<file path="src/design/dssm_pkg.sv">
// shared types, codes and microprogram for the two-stack shared memory
package dssm_pkg;

    localparam int VALUE_WIDTH  = 32;
    localparam int STATUS_WIDTH = 2;

    localparam logic ACT_PUSH   = 1'b0;
    localparam logic ACT_PEEK   = 1'b1;
    localparam logic SEL_LOWER  = 1'b0;
    localparam logic SEL_UPPER  = 1'b1;

    typedef enum logic [STATUS_WIDTH-1:0] {
        ST_OK       = 2'd0,
        ST_OVERFLOW = 2'd1,
        ST_EMPTY    = 2'd2
    } t_status;

    typedef struct packed {
        logic [VALUE_WIDTH-1:0] value;
        t_status                status;
    } t_result;

    // microprogram addresses
    typedef enum logic [3:0] {
        STEP_FETCH,
        STEP_DECODE,
        STEP_PUSH_CHECK,
        STEP_PUSH_SETUP,
        STEP_SHIFT_PRIME,
        STEP_SHIFT,
        STEP_WRITE,
        STEP_PEEK_CHECK,
        STEP_PEEK_READ,
        STEP_PEEK_DATA,
        STEP_OUTPUT
    } t_step;

    // sequencing: next step, unconditional jump, branch or wait on a condition
    typedef enum logic [1:0] {
        SEQ_NEXT,
        SEQ_GOTO,
        SEQ_BRANCH,
        SEQ_WAIT
    } t_seq_op;

    typedef enum logic [2:0] {
        C_ACCEPT,
        C_PEEK,
        C_FULL,
        C_UPPER,
        C_AT_FIRST,
        C_SHIFT_DONE,
        C_EMPTY,
        C_OUT_FREE
    } t_cond;

    typedef enum logic [1:0] {
        PTR_HOLD,
        PTR_TOTAL,
        PTR_DEC,
        PTR_TOP
    } t_ptr_op;

    typedef enum logic [1:0] {
        RD_NONE,
        RD_PTR,
        RD_PTR_M1,
        RD_PTR_M2
    } t_rd_op;

    typedef enum logic [1:0] {
        WR_NONE,
        WR_SHIFT,
        WR_VALUE
    } t_wr_op;

    typedef enum logic [2:0] {
        RES_HOLD,
        RES_PUSH_OK,
        RES_OVERFLOW,
        RES_EMPTY,
        RES_READ
    } t_res_op;

    typedef struct packed {
        logic    in_ready;
        t_ptr_op ptr_op;
        t_rd_op  rd_op;
        t_wr_op  wr_op;
        t_res_op res_op;
        logic    cnt_push;
        logic    out_load;
        t_seq_op seq;
        t_cond   cond;
        t_step   target;
    } t_ctl;

    typedef struct packed {
        logic accept;
        logic peek;
        logic full;
        logic upper;
        logic at_first;
        logic shift_done;
        logic empty;
        logic out_free;
    } t_flags;

    // control store
    function automatic t_ctl ucode(input t_step step);
        t_ctl c;
        c = '0;
        case (step)
            STEP_FETCH: begin
                c.in_ready = 1'b1;
                c.seq      = SEQ_WAIT;
                c.cond     = C_ACCEPT;
                c.target   = STEP_DECODE;
            end
            STEP_DECODE: begin
                c.seq    = SEQ_BRANCH;
                c.cond   = C_PEEK;
                c.target = STEP_PEEK_CHECK;
            end
            STEP_PUSH_CHECK: begin
                c.res_op = RES_OVERFLOW;
                c.seq    = SEQ_BRANCH;
                c.cond   = C_FULL;
                c.target = STEP_OUTPUT;
            end
            STEP_PUSH_SETUP: begin
                c.ptr_op = PTR_TOTAL;
                c.res_op = RES_PUSH_OK;
                c.seq    = SEQ_BRANCH;
                c.cond   = C_UPPER;
                c.target = STEP_WRITE;
            end
            STEP_SHIFT_PRIME: begin
                c.rd_op  = RD_PTR_M1;
                c.seq    = SEQ_BRANCH;
                c.cond   = C_AT_FIRST;
                c.target = STEP_WRITE;
            end
            STEP_SHIFT: begin
                c.wr_op  = WR_SHIFT;
                c.rd_op  = RD_PTR_M2;
                c.ptr_op = PTR_DEC;
                c.seq    = SEQ_WAIT;
                c.cond   = C_SHIFT_DONE;
                c.target = STEP_WRITE;
            end
            STEP_WRITE: begin
                c.wr_op    = WR_VALUE;
                c.cnt_push = 1'b1;
                c.seq      = SEQ_GOTO;
                c.target   = STEP_OUTPUT;
            end
            STEP_PEEK_CHECK: begin
                c.res_op = RES_EMPTY;
                c.ptr_op = PTR_TOP;
                c.seq    = SEQ_BRANCH;
                c.cond   = C_EMPTY;
                c.target = STEP_OUTPUT;
            end
            STEP_PEEK_READ: begin
                c.rd_op = RD_PTR;
            end
            STEP_PEEK_DATA: begin
                c.res_op = RES_READ;
            end
            STEP_OUTPUT: begin
                c.out_load = 1'b1;
                c.seq      = SEQ_WAIT;
                c.cond     = C_OUT_FREE;
                c.target   = STEP_FETCH;
            end
            default: begin
                c.seq    = SEQ_GOTO;
                c.target = STEP_FETCH;
            end
        endcase
        return c;
    endfunction

endpackage

</file>
<file path="src/design/dssm_seq.sv">
// microcode sequencer: step counter, control store and condition select
module dssm_seq import dssm_pkg::*; (
    input  logic   i_clk,
    input  logic   i_rst_n,
    input  t_flags i_flags,
    output t_ctl   o_ctl
);

    t_step r_step;
    t_step n_step;
    t_ctl  ctl;
    logic  cond_true;

    always_comb begin
        ctl = ucode(r_step);
    end

    always_comb begin
        case (ctl.cond)
            C_ACCEPT:     cond_true = i_flags.accept;
            C_PEEK:       cond_true = i_flags.peek;
            C_FULL:       cond_true = i_flags.full;
            C_UPPER:      cond_true = i_flags.upper;
            C_AT_FIRST:   cond_true = i_flags.at_first;
            C_SHIFT_DONE: cond_true = i_flags.shift_done;
            C_EMPTY:      cond_true = i_flags.empty;
            C_OUT_FREE:   cond_true = i_flags.out_free;
            default:      cond_true = 1'b0;
        endcase
    end

    // next step
    always_comb begin
        case (ctl.seq)
            SEQ_NEXT:   n_step = t_step'(r_step + 4'd1);
            SEQ_GOTO:   n_step = ctl.target;
            SEQ_BRANCH: n_step = cond_true ? ctl.target : t_step'(r_step + 4'd1);
            SEQ_WAIT:   n_step = cond_true ? ctl.target : r_step;
            default:    n_step = STEP_FETCH;
        endcase
    end

    // control word out
    always_comb begin
        o_ctl = ctl;
    end

    always_ff @(posedge i_clk) begin
        if (!i_rst_n) begin
            r_step <= STEP_FETCH;
        end else begin
            r_step <= n_step;
        end
    end

endmodule

</file>
<file path="config.mk">
export PLATFORM = sky130hd
export DESIGN_NAME = dssm_seq
export DESIGN_NICKNAME = d
export VERILOG_FILES = /design/src/design/dssm_pkg.sv /design/src/design/dssm_seq.sv
export SDC_FILE = /design/constraint.sdc
export NUM_CORES = 1
export LEC_CHECK = 0
export ABC_AREA = 1
export BUFFER_PORTS_ARGS = -buffer_cell sky130_fd_sc_hd__buf_2
export CAP_MARGIN = 40
export CORE_MARGIN = 2
export CORE_UTILIZATION = 47
export DETAILED_ROUTE_END_ITERATION = 10
export HOLD_SLACK_MARGIN = 0.12
export PLACE_DENSITY_LB_ADDON = 0.2
export SETUP_SLACK_MARGIN = 0.2
export SLEW_MARGIN = 20
export SYNTH_ARGS = -nofsm -noshare
export SYNTH_HDL_FRONTEND = slang
export SYNTH_SLANG_ARGS = --single-unit
</file>
<file path="constraint.sdc">
create_clock -name i_clk -period 2.27 [get_ports i_clk]
set_input_delay 0.227 -clock i_clk [delete_from_list [all_inputs] [get_ports i_clk]]
set_output_delay 0.227 -clock i_clk [all_outputs]
set_load 0.005 [all_outputs]
</file>
==> results of run 1 <==
synth_stat cells:
master	n
nor2_1	16
inv_1	23
xor2_1	2
a21oi_2	1
nand4_1	5
o211ai_1	1
nand3b_1	1
ha_1	4
nor2_2	4
o21ai_1	1
nand3_4	1
o21ai_2	1
a21oi_4	1
nor2_4	1
nand2_2	3
dfxtp_1	4
o2bb2ai_4	1
nand2_1	26
o21ai_0	2
inv_2	5
nand3_1	14
nand3_2	5
nor3_1	1
buf_4	2
critical path, cell delays in order, from the launching register on:
cell     delay, ns
dfxtp_4       0.36
inv_1         0.11
ha_2          0.21
nor2_2        0.06
nor2_4        0.16
inv_2         0.06
nand2_2       0.11
nor2_2        0.06
a21oi_4       0.19
inv_1         0.06
buf_2         0.13
logic make-up after synthesis:
family / after synthesis
and+or+nand+nor: 77
buffers and inverters: 30
AOI/OAI and AO/OA: 8
adders and majority gates: 4
DFF: 4
xor gates and xnor gates: 2
timing repair:
action,CTS,global route
gates resized for setup,3,20
endpoints found under the hold margin,0,0
setup endpoints to repair,3,6
pin swaps,0,2
gates cloned,0,1
per-layer routing:
layer | part of all wire (%) | up-vias | GRT usage (%)
met5 | 0 | - | 0
met3 | 4.4 | 4 | 2.50
met1 | 43 | 423 | 27.4
met4 | 1.2 | 0 | 10.9
li1 | - | 461 | -
met2 | 51 | 27 | 37.1
where the power goes:
group	internal [mW]	switching [mW]
sequential	0.108	0.0665
clock	0.0590	0.0278
combinational	0.483	0.759
area by class of cell:
cell class	count	area share (%)
Multi-Input combinational cell	92	62.6
Timing Repair Buffer	30	14.5
Inverter	28	10.2
Sequential cell	4	8.59
Clock buffer	3	2.18
Tap cell	16	1.93
through the flow:
step / power, mW / std cells
after floorplan: 0.962 / 125
after global placement: 1.24 / 169
after detailed placement: 1.26 / 169
after CTS: 1.36 / 172
after global routing: 1.68 / 173
final: 1.50 / 173
worst paths after layout:
path                                start         to  slack, ns  cells after the start
worst max register to register  r_step[0]  r_step[2]       0.42                     13
worst min-delay path              i_rst_n  r_step[0]       0.26                      3
worst max-delay path            r_step[1]   o_ctl[7]       0.30                     10
worst min register to register  r_step[0]  r_step[0]       0.61                      2
==> results.md, run 1 <==
* Status: completed
* Post-layout util at 69.5%
* Initial antenna violation count at 0
* Synth Area in Compound Gates at 11.2%
* Avg WL per Cell at 11.7 um
* Clock Sinks at 4
* Chip width at 43.8 um
* First-pass iteration count of the detailed router at 4
* Cell taking the most area after synthesis: nand2_1
* RSZ-0062 raised after global routing: no
* Final Critical Period at 1.97 ns
* Register area at 88.8 um2
* Commonest non-fill, non-tap cells in the layout: 30 x buf_2, 26 x nand2_1, 22 x inv_1, 13 x nand3_1, 12 x nor2_1
* I/O pins at 31
* Final Worst Setup Slack at 0.299 ns
* Largest net degree at the start of global routing at 11
* Gr usage total at 22.0%
* Setup violators final at 0
* Commonest non-fill, non-tap cell in the layout: buf_2
* Drt first-iter violations at 25
* Hold Crit Class: in -> reg
* Worst slew margin at 75.1%
* Max Cap Viol at 0
* Post-Synthesis Mean Instance Area at 5.97 um2
* Root buffer cell: clkbuf_4
* Synth Register Bits at 4
* Post-route ant nets at 0
* Worst-margin pin slew at 0.369 ns
* Post-synthesis simple-gate area fraction at 52.9%
* Final net count at 173
* Area used by multi-input combinational logic at 648 um2
* Cts hold-fix bufs at 0
* Xor-xnor portion of the synthesized cell area at 2.35%
* Yosys warning count at 0
* Vias in the first global route at 791
* WP data required at 2.04 ns
* Total number of vias at 915
* Syn_nets at 139
* Port bufs at 30
* Static leakage at 0.608 nW
* Synth top area share at 13.1%
* Max FFs per register at 4
* Main combinational cell family by area after synthesis: simple AND/OR/NAND/NOR gates
* Final Hold Viols at 0
* Pre-CTS setup slack at 0.220 ns
* DRT Wirelength at 2.03 mm
* Reg clk slew, reported paths at 0.04 ns
* Post-synthesis instance area at 746 um2
* Max Freq at 507 MHz
* Syn-to-layout area delta at 38.8%
* Total negative setup slack at 0 ns
* Fillers at 138
* Setup Fix Bufs, Post-CTS at 0
* Routability Congestion at 0.873
* Layout cell share with drive strength beyond 1 at 45.2%
* Number of H-tree levels at 1
* Synth area leaders: nand2_1 13%, inv_1 12%, dfxtp_1 11%, nand3_1 9.4%, nor2_1 8.1%
* Post-Synth Adder-Cell Area at 6.71%
* Peak VDD IR at 859 uV
* Initial Util at 50.1%
* Crit. End Element: output port
* Post-DP HPWL at 1.55 mm
* GR Overflow Total at 0
* CTS tree: done
* Mux contribution to synthesized area at 0%
* Crit path kind: reg -> out
* Setup Skew at 0.00174 ns
* Final hold slack at 0.260 ns
* Syn Inst Count at 125
* Worst Path Arrival at 1.74 ns
* Core footprint at 0.00149 mm2
* # diodes at 0
* Post-synthesis sequential area ratio at 10.7%
* DRC viols at 0
* Worst skew pair latency at 0.23 ns
* Mean number of vias per cell at 5.29
* Die footprint at 0.00192 mm2
* Distinct cells, synth at 24
* Max Transition Viols Final at 0
* Period utilization at 86.8%
* Fin area at 0.00103 mm2
* Dpl cell area at 901 um2
* Longest Clk Path Bufs at 2
* CP max FO at 6
* CTS buffer count at 3
* Startpoint Class: flop
* Die height at 43.8 um
* P per Cell Area at 1450 mW/mm2
* Largest reg by FF count: r_step
* Largest regs: r_step x4
* First-pass GRT wire length at 3.24 mm
* Row count at 14
(Power assumes the default switching activity.)
==> inputs of run 2 (changes only) <==
Settings changed: HOLD_SLACK_MARGIN 0.12 to not set, SETUP_SLACK_MARGIN 0.2 to 0.4, TNS_END_PERCENT set to 50.
==> results.md, run 2 (synthesis results as in run 1) <==
* Peak VDD IR at 943 uV (+9.8%)
* Static leakage at 0.698 nW (+15%)
* Vias in the first global route at 924 (+17%)
* First-pass iteration count of the detailed router at 4 (unchanged)
* First-pass GRT wire length at 3.86 mm (+19%)
* Max Freq at 518 MHz (+2.1%)
* Worst slew margin at 77.4% (+2.3 points)
* CTS tree: done
* Clock Sinks at 4 (unchanged)
* Placed Instances at 169 (unchanged)
* Largest net degree at the start of global routing at 12 (+1)
* Number of H-tree levels at 1 (unchanged)
* RSZ-0062 raised after global routing: yes
* Die footprint at 0.00192 mm2 (unchanged)
* I/O pins at 31 (unchanged)
* Critical-path top delay cell: dfxtp_4
* WHS Path Cells at 3 (unchanged)
* Crit path kind: reg -> out
* Core footprint at 0.00149 mm2 (unchanged)
* Final Power at 1.90 mW (+26%)
* Fillers at 105 (-24%)
* Area used by multi-input combinational logic at 729 um2 (+13%)
* Reg-to-Reg End: r_step[2]
* WP data required at 2.04 ns (about the same)
* Largest reg by FF count: r_step
* Total negative setup slack at 0 ns (unchanged)
* R2R depth at 13 (unchanged)
* Finished Layout Cells at 185 (+6.9%)
* Commonest non-fill, non-tap cell in the layout: buf_2
* Post-DP HPWL at 1.55 mm (unchanged)
* Hold Path Sink: r_step[0]
* Chip width at 43.8 um (unchanged)
* Final Hold Viols at 0 (unchanged)
* Largest regs: r_step x4
* Hold Crit Class: in -> reg
* Reg clk slew, reported paths at 0.04 ns (about the same)
* Longest Clk Path Bufs at 2 (unchanged)
* Max FFs per register at 4 (unchanged)
* Commonest non-fill, non-tap cells in the layout: 30 x buf_2, 26 x nand2_1, 19 x inv_1, 11 x nor2_1, 9 x nand3_1
* DRC viols at 0 (unchanged)
* Slowest cell delay on critical path at 0.40 ns (+0.04 ns)
* Stages on the worst setup path at 9 (-1)
* Initial antenna violation count at 0 (unchanged)
* Mean number of vias per cell at 5.45 (+3.1%)
* Cts hold-fix bufs at 0 (unchanged)
* Final Worst Setup Slack at 0.340 ns (+0.0402 ns)
* Syn-to-layout area delta at 65.9%
* Die height at 43.8 um (unchanged)
* Port bufs at 30 (unchanged)
* Final hold slack at 0.262 ns (+0.00127 ns)
* Startpoint Class: flop
* Worst-margin pin slew at 0.336 ns (-0.0335 ns)
* CP Buf/Inv Count at 4 (unchanged)
* GR Overflow Total at 0 (unchanged)
* Final Critical Period at 1.93 ns (-0.0402 ns)
* Max Cap Viol at 0 (unchanged)
* Crit. End Element: output port
* Routability Congestion at 0.873 (unchanged)
* Worst R2R Start: r_step[1]
* Final net count at 185 (+6.9%)
* CP max FO at 5 (-1)
* Top Family by Delay on Critical Path: buffers and inverters
* P per Cell Area at 1530 mW/mm2 (+5.6%)
* Setup violators final at 0 (unchanged)
* Register-to-register setup slack at 0.38 ns (-0.04 ns)
* Status: completed
* Total number of vias at 1009 (+10%)
* Register area at 91.3 um2 (+2.8%)
* Setup Skew at 0.000109 ns (-0.00163 ns)
* Layout cell share with drive strength beyond 1 at 53.8% (+8.6 points)
* Hold_sp: i_rst_n
* CTS buffer count at 3 (unchanged)
* DRT Wirelength at 2.77 mm (+36%)
* Max Transition Viols Final at 0 (unchanged)
* Drt first-iter violations at 40 (+60%)
* Period utilization at 85.0% (-1.8 points)
* Gr usage total at 26.5% (+4.5 points)
* Initial Util at 50.1% (unchanged)
* # diodes at 0 (unchanged)
* CP cell instances: inv_4, ha_4, o21ai_4, buf_6, nand2_8, nor2_4, a21oi_4, inv_1, buf_2
* Root buffer cell: clkbuf_4
* Pre-CTS setup slack at 0.220 ns (unchanged)
* Worst skew pair latency at 0.23 ns (about the same)
* Avg WL per Cell at 15.0 um (+28%)
* Post-route ant nets at 0 (unchanged)
* Worst Path Arrival at 1.70 ns (-0.04 ns)
* Row count at 14 (unchanged)
-- run 2: cell types whose count changed in the layout (fill, tap and decap cells not counted), moves of 3 or more --
| cell | delta |
|---|---|
| buf_4 | +8 |
| buf_6 | +3 |
| inv_1 | -3 |
| nand3_1 | -4 |
| nor2_2 | -3 |
| nor2_4 | +4 |
-- run 2: per-layer routing --
layer | wire [um] | global-route usage (%) | vias to the layer above
met5 | 0 | 0 | -
met4 | 91 | 17.0 | 0
met3 | 149 | 3.33 | 10
met2 | 1400 | 45.3 | 47
met1 | 1130 | 30.6 | 464
li1 | - | - | 488
-- run 2: final cells by class --
class                      instances  share of cell area [%]
sequential                         4                    7.38
tap                               16                    1.62
timing repair buffer              42                    21.3
inverter                          28                    8.90
clock buffer                       3                    1.82
multi-input combinational         92                    58.9
-- run 2: stage by stage --
| step | util (%) | instance area, um2 |
|---|---|---|
| 6_report | 83.1 | 1240 |
| 5_1_grt | 83.1 | 1240 |
| 4_1_cts | 73.0 | 1090 |
| 3_5_place_dp | 60.5 | 901 |
| 3_3_place_gp | 60.5 | 901 |
| 2_1_floorplan | - | 746 |
-- run 2: how the worst max path moves through the flow --
stage | start | slack (ns) | to
2_1_floorplan | r_step[0] | 0.47 | r_step[1]
3_3_place_gp | r_step[0] | 0.29 | r_step[2]
3_5_place_dp | r_step[0] | 0.22 | r_step[2]
4_1_cts | r_step[1] | 0.40 | o_ctl[7]
5_1_grt | r_step[1] | 0.28 | o_ctl[7]
6_report | r_step[1] | 0.34 | o_ctl[7]
-- run 2: worst reg2reg max path: stages, from the launching register on --
cell	delay, ns
dfxtp_4	0.40
inv_4	0.06
ha_4	0.19
o21ai_4	0.21
buf_6	0.16
nand2_8	0.06
nor2_4	0.13
a21oi_4	0.07
buf_6	0.14
buf_6	0.11
nand4_1	0.07
nand3_1	0.08
nand2_1	0.07
inv_1	0.03
-- run 2: power by group --
group	switching [mW]	leakage [nW]	internal [mW]
combinational	0.927	0.649	0.697
sequential	0.0764	0.0350	0.110
clock	0.0276	0.0138	0.0590
-- run 2: timing repair --
item / CTS / global route
gates resized for setup: 25 / 21
setup endpoints to repair: 8 / 9
cloned: 1 / 0
buffers inserted: 6 / 6
pin swaps: 6 / 17
==> inputs of run 3 (changes only) <==
Settings changed: CELL_PAD_IN_SITES_DETAIL_PLACEMENT set to 2, CELL_PAD_IN_SITES_GLOBAL_PLACEMENT set to 2, CORE_UTILIZATION 47 to 23.
==> results.md, run 3 (synthesis results as in run 1) <==
* Max FFs per register at 4 (unchanged)
* Worst skew pair latency at 0.25 ns (+0.02 ns)
* RSZ-0062 raised after global routing: yes
* Mean number of vias per cell at 4.72 (-13%)
* DRC viols at 0 (unchanged)
* Gr usage total at 19.6% (-6.8 points)
* Final Critical Period at 1.97 ns (+0.0351 ns)
* Sequential group share of total power at 9.5% (-0.3 points)
* Fin area at 0.00127 mm2 (+2.9%)
* Post-layout util at 41.4% (-42 points)
* Setup Skew at 0.00379 ns (+0.00368 ns)
* Worst Path Arrival at 2.11 ns (+0.41 ns)
* Final hold slack at 0.255 ns (-0.00687 ns)
* Final Worst Setup Slack at 0.304 ns (-0.0351 ns)
* Worst-margin pin slew at 0.446 ns (+0.110 ns)
* Startpoint Class: flop
* Max Freq at 509 MHz (-1.8%)
* Final net count at 186 (+0.54%)
* Post-route ant nets at 0 (unchanged)
* CTS buffer count at 3 (unchanged)
* Root buffer cell: clkbuf_4
* Static leakage at 0.704 nW (+0.89%)
* Cts hold-fix bufs at 0 (unchanged)
* Routability Congestion at 0.753 (-14%)
* Initial Util at 24.2% (-26 points)
* Max Transition Viols Final at 0 (unchanged)
* Crit path kind: reg -> reg
* Hold Crit Class: in -> reg
* First-pass iteration count of the detailed router at 4 (unchanged)
* Syn-to-layout area delta at 70.8%
* Largest net degree at the start of global routing at 11 (-1)
* Clock power share at 4.7% (about the same)
* Setup violators final at 0 (unchanged)
* Reg clk slew, reported paths at 0.04 ns (about the same)
* I/O pins at 31 (unchanged)
* Slowest cell delay on critical path at 0.41 ns (about the same)
* WP data required at 2.41 ns (+0.37 ns)
* # diodes at 0 (unchanged)
* Largest reg by FF count: r_step
* Commonest non-fill, non-tap cell in the layout: buf_2
* Post-DP HPWL at 2.26 mm (+45%)
* Die height at 60.9 um (+39%)
* Switching pwr at 1.15 mW (+11%)
* Critical-path top delay cell: dfxtp_4
* Commonest non-fill, non-tap cells in the layout: 30 x buf_2, 25 x nand2_1, 19 x inv_1, 13 x buf_4
* DRT Wirelength at 3.67 mm (+32%)
* Max Cap Viol at 0 (unchanged)
* Status: completed
* Placed Instances at 197 (+17%)
* Period utilization at 86.6% (+1.5 points)
* Peak VDD IR at 623 uV (-34%)
* Total number of vias at 1010 (+0.099%)
* Pre-CTS setup slack at 0.104 ns (-0.117 ns)
* Longest Clk Path Bufs at 2 (unchanged)
* Crit path top cell by count: nand2_1
* GR Overflow Total at 0 (unchanged)
* Switching part of the total at 56.3% (+2.0 points)
* Die footprint at 0.00371 mm2 (+93%)
* Final Power at 2.04 mW (+7.3%)
* Top Family by Delay on Critical Path: simple AND/OR/NAND/NOR gates
* Largest regs: r_step x4
* Layout cell share with drive strength beyond 1 at 55.9% (+2.0 points)
* Initial antenna violation count at 0 (unchanged)
* Clock Sinks at 4 (unchanged)
* P per Cell Area at 1600 mW/mm2 (+4.2%)
* Worst slew margin at 70.0% (-7.4 points)
* Number of H-tree levels at 1 (unchanged)
* CP Buf/Inv Count at 2 (-2)
* CP cell instances: inv_4, ha_4, o21ai_4, nand3_2, nand4_1, nand2_1, nor2_4, nand3_2, nand2_1, nand3_1, nand2_1, inv_1
* Dpl cell area at 936 um2 (+3.9%)
* Avg WL per Cell at 17.1 um (+15%)
* CTS tree: done
* Vias in the first global route at 1038 (+12%)
* Drt first-iter violations at 30 (-25%)
* Core footprint at 0.00308 mm2 (+110%)
* Pint at 890 uW (+2.7%)
* Comb pwr share at 85.8% (+0.2 points)
* Total negative setup slack at 0 ns (unchanged)
* Finished Layout Cells at 214 (+16%)
* Crit. End Element: flop
* Chip width at 60.9 um (+39%)
* First-pass GRT wire length at 5.22 mm (+35%)
* CP max FO at 5 (unchanged)
* Final Hold Viols at 0 (unchanged)
* Row count at 20 (+6)
* Port bufs at 30 (unchanged)
run 3: cell count changes in the layout (fill, tap and decap cells not counted), sizes merged:
| cell | before | now |
|---|---|---|
| buf | 42 | 44 |
| o2bb2ai | 2 | 1 |
run 3: power groups by stage:
stage	registers, mW	clock network (mW)	logic (mW)
after global placement	0.150	0	1.15
final	0.193	0.0958	1.75
after detailed placement	0.153	0	1.17
after global routing	0.200	0.106	1.90
after CTS	0.184	0.0990	1.52
after floorplan	0.121	0	0.841
run 3: final cells by class:
class / count / area [um2]
flip-flops and latches: 4 / 92.6
well taps: 44 / 55.1
repair buffers: 44 / 259
clock buffers: 3 / 22.5
multi-input cells: 91 / 734
inverters: 28 / 110
fillers: 388 / 1800
run 3: path summary, 6_finish.rpt:
| kind | startpoint | to | slack (ns) | cells past startpoint |
|---|---|---|---|---|
| hold reg to reg | r_step[3] | r_step[3] | 0.66 | 4 |
| setup reg to reg | r_step[1] | r_step[1] | 0.30 | 12 |
| setup / recovery | r_step[1] | r_step[1] | 0.30 | 12 |
| hold / removal | i_rst_n | r_step[0] | 0.25 | 3 |
run 3: per-layer routing:
metal	track usage, %	part of all wire [%]
met1	22.7	39
met4	5.59	2.0
met3	0.853	2.9
met5	0	0
met2	38.6	56
run 3: worst reg2reg max path: stages (launching register included):
cell and delay (ns):
dfxtp_4 0.41, inv_4 0.07, ha_4 0.20, o21ai_4 0.21, nand3_2 0.16, nand4_1 0.14
nand2_1 0.12, nor2_4 0.17, nand3_2 0.11, nand2_1 0.09, nand3_1 0.07, nand2_1 0.07
inv_1 0.05
run 3: what timing repair did:
item / CTS / global route
pin swaps: 9 / 11
setup buffers: 10 / 4
endpoints found under the setup margin: 10 / 7
resized for setup: 39 / 12
